### config.mk
export PLATFORM = sky130hd
export DESIGN_NAME = selective_repeat_receiver_reorder_core
export DESIGN_NICKNAME = d
export VERILOG_FILES = /design/src/sv/srr_pkg.sv /design/src/sv/srr_ram.sv /design/src/sv/srr_ctrl.sv /design/src/sv/srr_dpath.sv /design/src/sv/selective_repeat_receiver_reorder_core.sv
export SDC_FILE = /design/constraint.sdc
export NUM_CORES = 2
export LEC_CHECK = 0
export ABC_AREA = 1
export ABC_CLOCK_PERIOD_IN_PS = 15880
export BUFFER_PORTS_ARGS = -buffer_cell sky130_fd_sc_hd__buf_2
export CORE_MARGIN = 2
export CORE_UTILIZATION = 45
export DETAILED_ROUTE_END_ITERATION = 10
export GPL_ROUTABILITY_DRIVEN = 0
export MAX_ROUTING_LAYER = met4
export PLACE_DENSITY_LB_ADDON = 0.25
export REMOVE_ABC_BUFFERS = 1
export SYNTH_ARGS = -nofsm -noshare
export SYNTH_HDL_FRONTEND = slang
export SYNTH_SLANG_ARGS = --single-unit
### constraint.sdc
create_clock -name clk -period 15.88 [get_ports clk]
set_input_delay 3.176 -clock clk [delete_from_list [all_inputs] [get_ports clk]]
set_output_delay 3.176 -clock clk [all_outputs]
set_load 0.01 [all_outputs]
### src/sv/srr_pkg.sv
// srr_pkg: shared types and constants for the selective-repeat receiver core
// holds controller/datapath command and status structs, field widths and result codes
// no dependencies
package srr_pkg;

  localparam int SEQ_W = 32;
  localparam int WIN_W = 6;
  localparam int CNT_W = $clog2(SEQ_W);

  localparam logic [WIN_W-1:0] WIN_RESET = 6'd8;

  localparam logic KIND_ACK  = 1'b0;
  localparam logic KIND_DATA = 1'b1;

  // controller to datapath
  typedef struct packed {
    logic take_item;
    logic take_cfg;
    logic mod_step;
    logic check;
    logic ack_load;
    logic drain_step;
    logic deliv_load;
  } cmd_t;

  // datapath to controller
  typedef struct packed {
    logic drop;
    logic mod_last;
    logic ack_last;
    logic run_last;
    logic out_free;
  } status_t;

endpackage

### src/sv/srr_ram.sv
// srr_ram: generic single write port, single read port ram with registered read
// no dependencies
module srr_ram #(
  parameter int WIDTH = 64,
  parameter int DEPTH = 32
) (
  input  logic                                     clk,
  input  logic                                     wr_en,
  input  logic [(DEPTH > 1 ? $clog2(DEPTH) : 1)-1:0] wr_addr,
  input  logic [WIDTH-1:0]                         wr_data,
  input  logic                                     rd_en,
  input  logic [(DEPTH > 1 ? $clog2(DEPTH) : 1)-1:0] rd_addr,
  output logic [WIDTH-1:0]                         rd_data
);

  logic [WIDTH-1:0] mem [DEPTH];

  always_ff @(posedge clk) begin
    if (wr_en) begin
      mem[wr_addr] <= wr_data;
    end
    if (rd_en) begin
      rd_data <= mem[rd_addr];
    end
  end

endmodule

### src/sv/srr_ctrl.sv
// srr_ctrl: sequencing state machine of the selective-repeat receiver
// depends on srr_pkg for the command and status structs
module srr_ctrl (
  input  logic             clk,
  input  logic             rst_n,
  input  logic             in_valid,
  input  logic             cfg_valid,
  input  srr_pkg::status_t st,
  output srr_pkg::cmd_t    cmd,
  output logic             in_stall,
  output logic             cfg_ready
);

  typedef enum logic [2:0] {
    S_IDLE,
    S_RECALC,
    S_CHECK,
    S_ACK,
    S_DRAIN,
    S_DELIV
  } state_t;

  state_t state_r, state_nxt;

  assign cfg_ready = (state_r == S_IDLE);
  assign in_stall  = (state_r != S_IDLE) || cfg_valid;

  always_comb begin
    cmd       = '0;
    state_nxt = state_r;
    case (state_r)
      S_IDLE: begin
        if (cfg_valid) begin
          cmd.take_cfg = 1'b1;
          state_nxt    = S_RECALC;
        end else if (in_valid) begin
          cmd.take_item = 1'b1;
          state_nxt     = S_CHECK;
        end
      end
      S_RECALC: begin
        cmd.mod_step = 1'b1;
        if (st.mod_last) begin
          state_nxt = S_IDLE;
        end
      end
      S_CHECK: begin
        cmd.check = 1'b1;
        state_nxt = S_ACK;
      end
      S_ACK: begin
        if (st.drop) begin
          state_nxt = S_IDLE;
        end else if (st.out_free) begin
          cmd.ack_load = 1'b1;
          state_nxt    = st.ack_last ? S_IDLE : S_DRAIN;
        end
      end
      S_DRAIN: begin
        cmd.drain_step = 1'b1;
        state_nxt      = S_DELIV;
      end
      S_DELIV: begin
        if (st.out_free) begin
          cmd.deliv_load = 1'b1;
          state_nxt      = st.run_last ? S_IDLE : S_DRAIN;
        end
      end
      default: begin
        state_nxt = S_IDLE;
      end
    endcase
  end

  always_ff @(posedge clk) begin
    if (!rst_n) begin
      state_r <= S_IDLE;
    end else begin
      state_r <= state_nxt;
    end
  end

`ifndef SYNTHESIS
  a_no_dual_take: assert property (@(posedge clk) disable iff (!rst_n)
    !(cmd.take_item && cmd.take_cfg))
    else $error("item and window write taken in the same cycle");
  a_check_after_take: assert property (@(posedge clk) disable iff (!rst_n)
    cmd.take_item |=> cmd.check)
    else $error("range check did not follow an accepted beat");
  a_drain_then_deliv: assert property (@(posedge clk) disable iff (!rst_n)
    cmd.drain_step |=> !cmd.drain_step && !cmd.ack_load)
    else $error("drain step not followed by a delivery cycle");
`endif

endmodule

### src/sv/srr_dpath.sv
// srr_dpath: window registers, receive marks, payload store, modulo unit and output register
// depends on srr_pkg and srr_ram
module srr_dpath #(
  parameter int MAX_WINDOW   = 32,
  parameter int PAYLOAD_BITS = 64
) (
  input  logic                            clk,
  input  logic                            rst_n,
  input  srr_pkg::cmd_t                   cmd,
  output srr_pkg::status_t                st,
  input  logic [srr_pkg::SEQ_W-1:0]       in_seq_number,
  input  logic [PAYLOAD_BITS-1:0]         in_data_word,
  input  logic                            in_checksum_ok,
  input  logic [srr_pkg::WIN_W-1:0]       cfg_window_size,
  input  logic                            out_stall,
  output logic                            out_valid,
  output logic                            out_result_kind,
  output logic [srr_pkg::SEQ_W-1:0]       out_ack_number,
  output logic [PAYLOAD_BITS-1:0]         out_delivered_word,
  output logic                            out_last_result
);

  localparam int SEQ_W  = srr_pkg::SEQ_W;
  localparam int WIN_W  = srr_pkg::WIN_W;
  localparam int CNT_W  = srr_pkg::CNT_W;
  localparam int SLOT_W = (MAX_WINDOW > 1) ? $clog2(MAX_WINDOW) : 1;
  localparam logic [WIN_W-1:0] MAX_WIN_L = WIN_W'(MAX_WINDOW);
  localparam logic [CNT_W-1:0] MOD_LAST  = CNT_W'(SEQ_W - 1);

  // window and control state
  logic [WIN_W-1:0]      window_r;
  logic [SEQ_W-1:0]      base_r;
  logic [SLOT_W-1:0]     bslot_r;
  logic [MAX_WINDOW-1:0] marks_r;
  logic [WIN_W-1:0]      count_r;
  logic                  run_last_r;

  // current item
  logic [SEQ_W-1:0]        seq_r;
  logic [PAYLOAD_BITS-1:0] word_r;
  logic                    ok_r;
  logic                    drop_r;
  logic                    new_r;
  logic [SLOT_W-1:0]       slot_r;

  // modulo unit
  logic [SEQ_W-1:0] mod_q_r;
  logic [WIN_W-1:0] mod_rem_r;
  logic [CNT_W-1:0] mod_cnt_r;

  // output register
  logic                    out_valid_r;
  logic                    out_kind_r;
  logic [SEQ_W-1:0]        out_ack_r;
  logic [PAYLOAD_BITS-1:0] out_word_r;
  logic                    out_last_r;

  logic [PAYLOAD_BITS-1:0] ram_rd_data;
  logic                    ram_wr_en;

  // effective window, clamped to 1..MAX_WINDOW
  logic [WIN_W-1:0] w_eff;
  always_comb begin
    if (window_r == '0) begin
      w_eff = WIN_W'(1);
    end else if (window_r > MAX_WIN_L) begin
      w_eff = MAX_WIN_L;
    end else begin
      w_eff = window_r;
    end
  end

  // range check and slot of a new packet
  logic [SEQ_W-1:0] lo;
  logic [SEQ_W:0]   hi;
  logic [SEQ_W-1:0] diff;
  logic [WIN_W:0]   slot_sum;
  logic [WIN_W:0]   slot_fix;
  logic             drop_nxt;

  always_comb begin
    lo       = (base_r >= SEQ_W'(w_eff)) ? (base_r - SEQ_W'(w_eff)) : '0;
    hi       = {1'b0, base_r} + (SEQ_W+1)'(w_eff);
    drop_nxt = !ok_r || (seq_r < lo) || ({1'b0, seq_r} >= hi);
    diff     = seq_r - base_r;
    slot_sum = (WIN_W+1)'(bslot_r) + {1'b0, diff[WIN_W-1:0]};
    slot_fix = (slot_sum >= {1'b0, w_eff}) ? (slot_sum - {1'b0, w_eff}) : slot_sum;
  end

  // restoring remainder step, one bit of base per cycle
  logic [WIN_W:0]   mod_shift;
  logic [WIN_W-1:0] mod_rem_nxt;
  always_comb begin
    mod_shift   = {mod_rem_r, mod_q_r[SEQ_W-1]};
    mod_rem_nxt = (mod_shift >= {1'b0, w_eff}) ? WIN_W'(mod_shift - {1'b0, w_eff})
                                               : WIN_W'(mod_shift);
  end

  // next base slot, base wraps to zero at the top of the sequence range
  logic [SLOT_W-1:0] bslot_nxt;
  logic [WIN_W-1:0]  count_inc;
  always_comb begin
    if (base_r == '1 || WIN_W'(bslot_r) == (w_eff - WIN_W'(1))) begin
      bslot_nxt = '0;
    end else begin
      bslot_nxt = bslot_r + SLOT_W'(1);
    end
    count_inc = count_r + WIN_W'(1);
  end

  logic dup;
  assign dup       = marks_r[slot_r];
  assign ram_wr_en = cmd.ack_load && new_r && !dup;

  assign st.drop     = drop_r;
  assign st.mod_last = (mod_cnt_r == MOD_LAST);
  assign st.ack_last = !new_r || dup || !(marks_r[bslot_r] || (slot_r == bslot_r));
  assign st.run_last = run_last_r;
  assign st.out_free = !out_valid_r || !out_stall;

  srr_ram #(
    .WIDTH(PAYLOAD_BITS),
    .DEPTH(MAX_WINDOW)
  ) u_store (
    .clk    (clk),
    .wr_en  (ram_wr_en),
    .wr_addr(slot_r),
    .wr_data(word_r),
    .rd_en  (cmd.drain_step),
    .rd_addr(bslot_r),
    .rd_data(ram_rd_data)
  );

  // control state
  always_ff @(posedge clk) begin
    if (!rst_n) begin
      window_r    <= srr_pkg::WIN_RESET;
      base_r      <= '0;
      bslot_r     <= '0;
      marks_r     <= '0;
      out_valid_r <= 1'b0;
    end else begin
      if (cmd.take_cfg) begin
        window_r <= cfg_window_size;
      end
      if (cmd.mod_step && st.mod_last) begin
        bslot_r <= SLOT_W'(mod_rem_nxt);
      end
      if (ram_wr_en) begin
        marks_r[slot_r] <= 1'b1;
      end
      if (cmd.drain_step) begin
        marks_r[bslot_r] <= 1'b0;
        base_r           <= base_r + SEQ_W'(1);
        bslot_r          <= bslot_nxt;
      end
      if (cmd.ack_load || cmd.deliv_load) begin
        out_valid_r <= 1'b1;
      end else if (!out_stall) begin
        out_valid_r <= 1'b0;
      end
    end
  end

  // item, modulo and output payload
  always_ff @(posedge clk) begin
    if (cmd.take_item) begin
      seq_r  <= in_seq_number;
      word_r <= in_data_word;
      ok_r   <= in_checksum_ok;
    end
    if (cmd.check) begin
      drop_r <= drop_nxt;
      new_r  <= (seq_r >= base_r);
      slot_r <= SLOT_W'(slot_fix);
    end
    if (cmd.take_cfg) begin
      mod_q_r   <= base_r;
      mod_rem_r <= '0;
      mod_cnt_r <= '0;
    end else if (cmd.mod_step) begin
      mod_q_r   <= {mod_q_r[SEQ_W-2:0], 1'b0};
      mod_rem_r <= mod_rem_nxt;
      mod_cnt_r <= mod_cnt_r + CNT_W'(1);
    end
    if (cmd.ack_load) begin
      count_r <= '0;
    end else if (cmd.drain_step) begin
      count_r    <= count_inc;
      // when base wraps onto the slot being cleared, that slot reads as empty
      run_last_r <= !((count_inc < w_eff) && (bslot_nxt != bslot_r) && marks_r[bslot_nxt]);
    end
    if (cmd.ack_load) begin
      out_kind_r <= srr_pkg::KIND_ACK;
      out_ack_r  <= seq_r;
      out_word_r <= '0;
      out_last_r <= st.ack_last;
    end else if (cmd.deliv_load) begin
      out_kind_r <= srr_pkg::KIND_DATA;
      out_ack_r  <= '0;
      out_word_r <= ram_rd_data;
      out_last_r <= run_last_r;
    end
  end

  assign out_valid          = out_valid_r;
  assign out_result_kind    = out_kind_r;
  assign out_ack_number     = out_ack_r;
  assign out_delivered_word = out_word_r;
  assign out_last_result    = out_last_r;

`ifndef SYNTHESIS
  a_load_when_free: assert property (@(posedge clk) disable iff (!rst_n)
    (cmd.ack_load || cmd.deliv_load) |-> (!out_valid_r || !out_stall))
    else $error("output register overwritten while stalled");
  a_drain_marked: assert property (@(posedge clk) disable iff (!rst_n)
    cmd.drain_step |-> marks_r[bslot_r])
    else $error("drain step on an unmarked slot");
  a_drain_bounded: assert property (@(posedge clk) disable iff (!rst_n)
    cmd.drain_step |-> (count_r < w_eff))
    else $error("delivery run longer than the window");
  a_base_advances: assert property (@(posedge clk) disable iff (!rst_n)
    cmd.drain_step |=> (base_r == $past(base_r) + SEQ_W'(1)))
    else $error("window base did not advance on delivery");
`endif

endmodule

### src/sv/selective_repeat_receiver_reorder_core.sv
// selective_repeat_receiver_reorder_core: top level of the selective-repeat receiver
// depends on srr_pkg, srr_ctrl, srr_dpath and srr_ram
//
// usage
//   in_*  : one packet per beat (valid/stall), seq number, payload word, checksum flag
//   out_* : result beats (valid/stall); an ack (kind 0) first, then in-order deliveries
//           (kind 1); out_last_result marks the final beat caused by one packet
//   cfg_* : window size write (valid/ready), taken only between packets
// sequence
//   an accepted packet passes intake and range check, then its ack is loaded; each
//   delivered word then takes a drain step (mark check and store read), then an output load
//   a dropped packet frees the input after its range check, a duplicate after its ack
//   a window write runs a remainder pass over the 32 bits of base (one bit of base per cycle)
//   to find the base slot; the input is held off during that pass
// reset
//   synchronous, active low: base 0, all marks clear, window 8, output empty
// stalls
//   one output register sits between the sequencer and the result channel;
//   while out_stall holds a pending result, the sequencer waits on its next result and the
//   input stays stalled until the packet's last beat has been loaded
module selective_repeat_receiver_reorder_core #(
  parameter int MAX_WINDOW   = 32,
  parameter int PAYLOAD_BITS = 64
) (
  input  logic                          clk,
  input  logic                          rst_n,
  // packet input
  input  logic                          in_valid,
  output logic                          in_stall,
  input  logic [srr_pkg::SEQ_W-1:0]     in_seq_number,
  input  logic [PAYLOAD_BITS-1:0]       in_data_word,
  input  logic                          in_checksum_ok,
  // result output
  output logic                          out_valid,
  input  logic                          out_stall,
  output logic                          out_result_kind,
  output logic [srr_pkg::SEQ_W-1:0]     out_ack_number,
  output logic [PAYLOAD_BITS-1:0]       out_delivered_word,
  output logic                          out_last_result,
  // window size write
  input  logic                          cfg_valid,
  output logic                          cfg_ready,
  input  logic [srr_pkg::WIN_W-1:0]     cfg_window_size
);

  srr_pkg::cmd_t    cmd;
  srr_pkg::status_t st;

  // sequencer: packet intake, range check, ack, drain loop, window recompute
  srr_ctrl u_ctrl (
    .clk      (clk),
    .rst_n    (rst_n),
    .in_valid (in_valid),
    .cfg_valid(cfg_valid),
    .st       (st),
    .cmd      (cmd),
    .in_stall (in_stall),
    .cfg_ready(cfg_ready)
  );

  // window state, reorder store and result register
  srr_dpath #(
    .MAX_WINDOW  (MAX_WINDOW),
    .PAYLOAD_BITS(PAYLOAD_BITS)
  ) u_dpath (
    .clk               (clk),
    .rst_n             (rst_n),
    .cmd               (cmd),
    .st                (st),
    .in_seq_number     (in_seq_number),
    .in_data_word      (in_data_word),
    .in_checksum_ok    (in_checksum_ok),
    .cfg_window_size   (cfg_window_size),
    .out_stall         (out_stall),
    .out_valid         (out_valid),
    .out_result_kind   (out_result_kind),
    .out_ack_number    (out_ack_number),
    .out_delivered_word(out_delivered_word),
    .out_last_result   (out_last_result)
  );

`ifndef SYNTHESIS
  a_no_item_while_busy: assert property (@(posedge clk) disable iff (!rst_n)
    (cmd.check || cmd.drain_step || cmd.mod_step) |-> in_stall)
    else $error("input open while a packet or window pass is in progress");
  a_cfg_only_idle: assert property (@(posedge clk) disable iff (!rst_n)
    (cfg_valid && cfg_ready) |=> (in_stall && !cfg_ready))
    else $error("window pass did not hold off the channels");
  a_last_closes: assert property (@(posedge clk) disable iff (!rst_n)
    (cmd.deliv_load && st.run_last) |=> !cmd.drain_step)
    else $error("drain continued past the last delivery");
`endif

endmodule
# == Yosys cells after proc, flatten, opt, wreduce, memory -nomap -nowiden ==
# Memories as Yosys holds them, arrays and structs flattened. A register that Yosys moved wholly into a read port is not among the register bits.
# Cells that the tools add are included.
# op_classes
bitwise,4
magnitude_cmp,13
add_sub_neg,11
reduce_logical,31
mux,51
eq_ne,15
# op_table
op,count
two-way mux 32 bit,8
adder 32 x 6 -> 33 bit,1
greater-or-equal comparator 32 x 33 -> 1 bit,1
adder 32 x 1 -> 32 bit (second input constant),1
AND 32 bit,1
== test 32 bit (second input constant),1
greater-or-equal comparator 32 bit,1
greater-or-equal comparator 32 x 6 -> 1 bit,1
< comparator 32 bit,1
inverter 32 bit,1
OR 32 bit,1
subtractor 32 x 6 -> 32 bit,1
two-way mux 3 bit,8
two-way mux 1 bit,21
two-way mux 5 bit,4
< comparator 5 x 6 -> 1 bit (second input constant),3
two-way mux 6 bit,3
one-hot mux 3 bit (6 select lines),1
binary-select mux 1 bit (select 5 bit),3
greater-or-equal comparator 7 x 6 -> 1 bit,2
subtractor 6 bit,2
adder 5 x 1 -> 5 bit (second input constant),2
demux 1 bit (select 5 bit),2
greater-or-equal comparator 5 x 1 -> 1 bit (second input constant),2
other kinds (28),53
# totals
wordCells,147
regBits,331
mem_count,1
out_inout_bits,101
mem_bits_rw,2048
input_bits,108
# mem_list
name,depth,word_bits,read_ports,rd_clocked_by_memory_dff,wr,line_no,source
u_dpath.u_store.mem,32,64,1,1,1,srr_ram.sv:16,logic [WIDTH-1:0] mem [DEPTH];

# == Depth between registers and ports, before layout ==
# depth
ltp_word,11
depth_mapped,30
ltp_nobuf,30

# == By module ==
# Synthesis repeated with hierarchy kept, for this count alone.
# unflattened
hier_cells,8992
hier_area_um2,102042.9
# by_module_without_submodules
module,instances,cells_per_inst,seq_area_each_um2,area_per_inst_um2
srr_ram,1,6768,63420.8,83615.2
srr_dpath,1,2167,8267.9,18102.4
srr_ctrl,1,57,60.1,325.3

# == Least setup slack after synthesis ==
# No wires, ideal clock.
# synth_path
path_kind,input-to-reg
startpoint,input cfg_valid
endpoint,"register u_dpath.ok_r, enable pin"
n_path_buf,0
arrival_ns,7.472
cell_stages,3
required_ns,15.327
setup_ns,0.553
setup_slack_ns,7.855
cell_sequence,nor2_1 > inv_1 > nor2_1
# synth_rtl
item,line_no,source
from (decl),selective_repeat_receiver_reorder_core.sv:41,"input logic cfg_valid,"
to (signal assigned),srr_dpath.sv:170,ok_r <= in_checksum_ok;
to (decl),srr_dpath.sv:41,logic ok_r;

# == Final worst setup path ==
# layout_path
startpoint,input cfg_valid
endpoint,output in_stall
# layout_via
elab_chain_cells,1
# layout_lines
item,line_no,source
logical OR 1 bit,srr_ctrl.sv:26,assign in_stall = (state_r != S_IDLE) || cfg_valid;
to (decl),selective_repeat_receiver_reorder_core.sv:29,"output logic in_stall,"
# Every way passes these cells.

==> results.md <==
- The run finished with clean final reports.
- The global-route wire length before repair is 408 mm.
- The post-synthesis instance total is 7,650.
- Synthesis instantiated 55 different standard cells from the library.
- The total overflow left after global routing is 0.
- Sequential cells were found to cover 73.2% of the synthesized design area.
- The detail route stage leaves a number of antenna-violating nets equal to 0.
- The die covers 222,000 µm².
- In the routed design, unresolved DRC markers number 0.
- The worst-case IR drop observed on VDD is 0.103 mV.
- The highest fanout seen on the critical path is 3.
- The final-report setup violation count is 0.
- The sort of element at the end of the critical path is an output pin.
- The x dimension of the die is 471 µm.
- The filler cell count in the final layout is 18,434.
- The classification of the worst setup path is input port to output pin.
- The clock transition at the registers of the reported paths is 60 ps.
- The power after layout is 13,300 µW.
- Detailed routing inserted a total of 64,200 vias.
- The via count of the first global-routing pass is 60,744.
- The count of standard-cell rows is 171.
- The largest net degree at the start of global routing is 233.
- The timing-limited maximum frequency is 0.144 GHz.
- The all-layer global routing usage is 25.4%.
- A synthesized cell averages 12.8 µm².
- The synthesized design spends more area on one cell type than any other, namely sky130_fd_sc_hd__edfxtp_1.
- The post-place setup slack is 8950 ps.
- The core footprint is 217,000 µm².
- The actual slew at the worst max-slew pin is 1330 ps.
- The worst setup path is launched from an input port.
- The count of buffers inserted at the top-level ports is 208.
- The routed length per instance is 25.8 µm.
- The detailed router finished its first iteration with 8,342 violations.
- For this design, the sink count on the clock tree is 2,443.
- The headroom to the max-slew limit is 11.6%.
- The area added between synthesis and finish is 12.5%.
- The final number of max-transition violations is 0.
- The clock network latency to the later pin of the worst-skew pair is 940 ps.
- In this run the post-CTS setup repair buffer count came out at 0.
- The iteration count of the initial detailed-routing pass is 6.
- Counting along the longest clock path gives a buffer depth of 3.
- The number of antenna violations at the first check in global routing came to 7.
- Sorting the synthesized cells by area gives the leading types as sky130_fd_sc_hd__edfxtp_1 70%, sky130_fd_sc_hd__o21ai_0 6.0%, sky130_fd_sc_hd__nor2_1 5.0%.
- The standard cell with the maximum stage delay on the critical path is sky130_fd_sc_hd__nor2_1.
- Counting the buffers created by CTS gives 241.
- Across the routed clock network, the largest skew measured is 111 ps.
- The count of synthesis-stage warnings from yosys is 0.
- The count of max-cap constraint violations is 0.
- The final clock period utilization by the worst path is 43.7%.
- Yosys mapped a number of flops with a built-in enable equal to 2,282.
- The proportion of layout cells with a drive suffix above 1 is 10.4%.
- Data arrives at the worst endpoint at 3770 ps.
- The final period demand of the worst path is 6940 ps.
- The detailed-route wire length is 280 mm.
- For this design, the CTS-stage hold fixing added 0 buffers.
- The leakage component of the power is 0.0374 µW.
- The total negative slack is 0 ps.
- The initial cell density of the core is 45.2%.
- After synthesis the netlist holds a flip-flop and latch count of 2,443.
- TritonCTS built the clock tree.
- The share of the synthesized area in the top cell type is 69.9%.
- Setup repair after global routing left no endpoint under its margin.
- The power per cell area is 121 nW/µm².
- The number of buffer and inverter stages on the critical path is 3.
- The final-report hold violation count is 0.
- The per-cell via count in the routed design is 5.92.
- The most numerous cell on the critical path is sky130_fd_sc_hd__buf_2.
- For this run, the share of the core covered by cells in the final layout is 50.9%.
- The tree is rooted in a sky130_fd_sc_hd__clkbuf_16.
- The kind of cell with the highest combined delay along the critical path is buffers and inverters.
- The fraction of registers with async set or reset after synthesis is 0%.
- The flip-flop cell with the highest count after synthesis is sky130_fd_sc_hd__edfxtp_1.
- The deepest level of the CTS H-tree is 4.
- The class of the tightest hold or removal check is flop to flop.
- The placed wire-length estimate is 156 mm.
- The number of nets in the layout is 8,022.
- The number of I/O pins is 209.
- Post-CTS repair changed the size of 0 cells.
- Setup slack closes at 8940 ps.
- The required time of the critical path is 12,700 ps.
- On the worst path, the slowest cell contributes a delay of 200 ps.
- From bottom edge to top edge, the die measures 471 µm.
- The mapped netlist covers 98,100 µm².
- Traced cell by cell, the critical path runs through buf_2 -> nor2_1 -> inv_1 -> buf_2.
[registers in the layout, indices dropped and copies added, names as in the netlist]
name,cells
u_dpath.out_delivered_word,64
u_dpath.drop_r,1
u_dpath.window_r,6
u_dpath.marks_r,32
u_dpath.run_last_r,1
u_dpath.slot_r,5
u_dpath.mod_rem_r,6
u_ctrl.state_r,3
u_dpath.u_store.mem,2048
u_dpath.ok_r,1
u_dpath.out_last_result,1
u_dpath.out_result_kind,1
u_dpath.out_ack_number,32
u_dpath.base_r,32
u_dpath.word_r,64
u_dpath.bslot_r,5
u_dpath.seq_r,32
u_dpath.out_valid,1
u_dpath.count_r,6
u_dpath.u_store.rd_data,64
u_dpath.mod_q_r,32
u_dpath.mod_cnt_r,5
u_dpath.new_r,1
[cell usage in the layout, fill, tap and decap left out, types with 8 or more instances in the layout]
cell type,count
sky130_fd_sc_hd__nand2_1,542
sky130_fd_sc_hd__nand4_1,47
sky130_fd_sc_hd__buf_12,9
sky130_fd_sc_hd__nor2_4,37
sky130_fd_sc_hd__o22ai_1,515
sky130_fd_sc_hd__xnor2_1,9
sky130_fd_sc_hd__nor2_2,16
sky130_fd_sc_hd__a21oi_1,162
sky130_fd_sc_hd__xor2_1,53
sky130_fd_sc_hd__clkbuf_1,61
sky130_fd_sc_hd__clkinv_2,39
sky130_fd_sc_hd__a211oi_1,12
sky130_fd_sc_hd__nor3_2,10
sky130_fd_sc_hd__a221oi_1,124
sky130_fd_sc_hd__nand2_2,10
sky130_fd_sc_hd__a22o_1,123
sky130_fd_sc_hd__o21ai_0,1177
sky130_fd_sc_hd__ha_1,139
sky130_fd_sc_hd__inv_2,22
sky130_fd_sc_hd__clkbuf_16,241
sky130_fd_sc_hd__nor4_1,8
sky130_fd_sc_hd__a31oi_1,9
sky130_fd_sc_hd__clkinv_16,12
sky130_fd_sc_hd__nor2_1,1273
sky130_fd_sc_hd__nand3_1,115
sky130_fd_sc_hd__inv_1,215
sky130_fd_sc_hd__clkinvlp_4,8
sky130_fd_sc_hd__buf_4,132
sky130_fd_sc_hd__clkinv_1,41
sky130_fd_sc_hd__nor3_1,41
sky130_fd_sc_hd__clkbuf_8,29
sky130_fd_sc_hd__dfxtp_1,159
sky130_fd_sc_hd__edfxtp_1,2282
sky130_fd_sc_hd__bufinv_16,17
sky130_fd_sc_hd__buf_2,208
[layout make-up]
type                    instances  area, µm²  area share [%]
flip-flops and latches       2443      71800            65.0
multi-input cells            4486      23800            21.6
clock buffers                 331       6660            6.03
well taps                    2854       3570            3.24
repair buffers                349       2210            2.00
clock inverters               124       1380            1.25
inverters                     248        956           0.866
diodes                          5       12.5          0.0113
[tightest hold or removal path, stage by stage (launching register included)]
cell	delay, ps
sky130_fd_sc_hd__dfxtp_1	310
sky130_fd_sc_hd__nand2_1	60
sky130_fd_sc_hd__a21oi_1	50
[cells by family after synthesis]
family	after synthesis	share of synthesized area [%]
DFF	2443	73.2
adders and majority gates	145	1.90
AOI/OAI and AO/OA	2156	12.8
and+or+nand+nor	2123	8.77
xor gates and xnor gates	62	0.554
buffers and inverters	721	2.88
[synthesized netlist by cell type, types with 7 or more instances]
cell and count:
sky130_fd_sc_hd__a21oi_1 162, sky130_fd_sc_hd__a22o_1 123, sky130_fd_sc_hd__buf_1 30, sky130_fd_sc_hd__buf_2 61
sky130_fd_sc_hd__nor2_2 24, sky130_fd_sc_hd__o22ai_1 515, sky130_fd_sc_hd__a31oi_1 9, sky130_fd_sc_hd__inv_1 217
sky130_fd_sc_hd__inv_2 24, sky130_fd_sc_hd__nor2_1 1300, sky130_fd_sc_hd__nor4_1 8, sky130_fd_sc_hd__ha_1 139
sky130_fd_sc_hd__nand2_2 10, sky130_fd_sc_hd__dfxtp_1 161, sky130_fd_sc_hd__nand3_1 115, sky130_fd_sc_hd__buf_4 7
sky130_fd_sc_hd__nor3_1 49, sky130_fd_sc_hd__nand4_1 47, sky130_fd_sc_hd__o21ai_0 1177, sky130_fd_sc_hd__edfxtp_1 2282
sky130_fd_sc_hd__xor2_1 53, sky130_fd_sc_hd__nand2_1 542, sky130_fd_sc_hd__xnor2_1 9, sky130_fd_sc_hd__a221oi_1 124
sky130_fd_sc_hd__a211oi_1 12, sky130_fd_sc_hd__clkbuf_1 373
[worst paths after layout]
kind / start / slack, ps / endpoint / depth (start not counted)
max: cfg_valid / 8940 / in_stall / 4
min: u_dpath.out_delivered_word[0] / 460 / u_dpath.out_delivered_word[0] / 2
max reg2reg: u_dpath.bslot_r[0] / 10530 / u_dpath.u_store.rd_data[20] / 9
min reg2reg: u_dpath.out_delivered_word[0] / 460 / u_dpath.out_delivered_word[0] / 2
[metrics by stage]
stage	instances	hold slack (ps)	instance area (µm²)
floorplan	7177	426	96200
global placement	10380	451	102000
detailed placement	10380	450	102000
CTS	10835	460	110000
global route	10838	472	110000
finish	10840	458	110000
[metal layers]
metal  part of all wire (%)  global-route usage (%)  wire length (µm)
met4                    2.8                    7.34              7910
met3                    8.7                    3.89             24400
met2                     46                    38.6            129000
met1                     42                    35.6            119000
met5                      0                       -                 0
[where the power goes]
part	internal, µW	switching [µW]
registers	7090	56.6
logic	145	339
clock network	3220	2490
(Power assumes the default switching activity.)
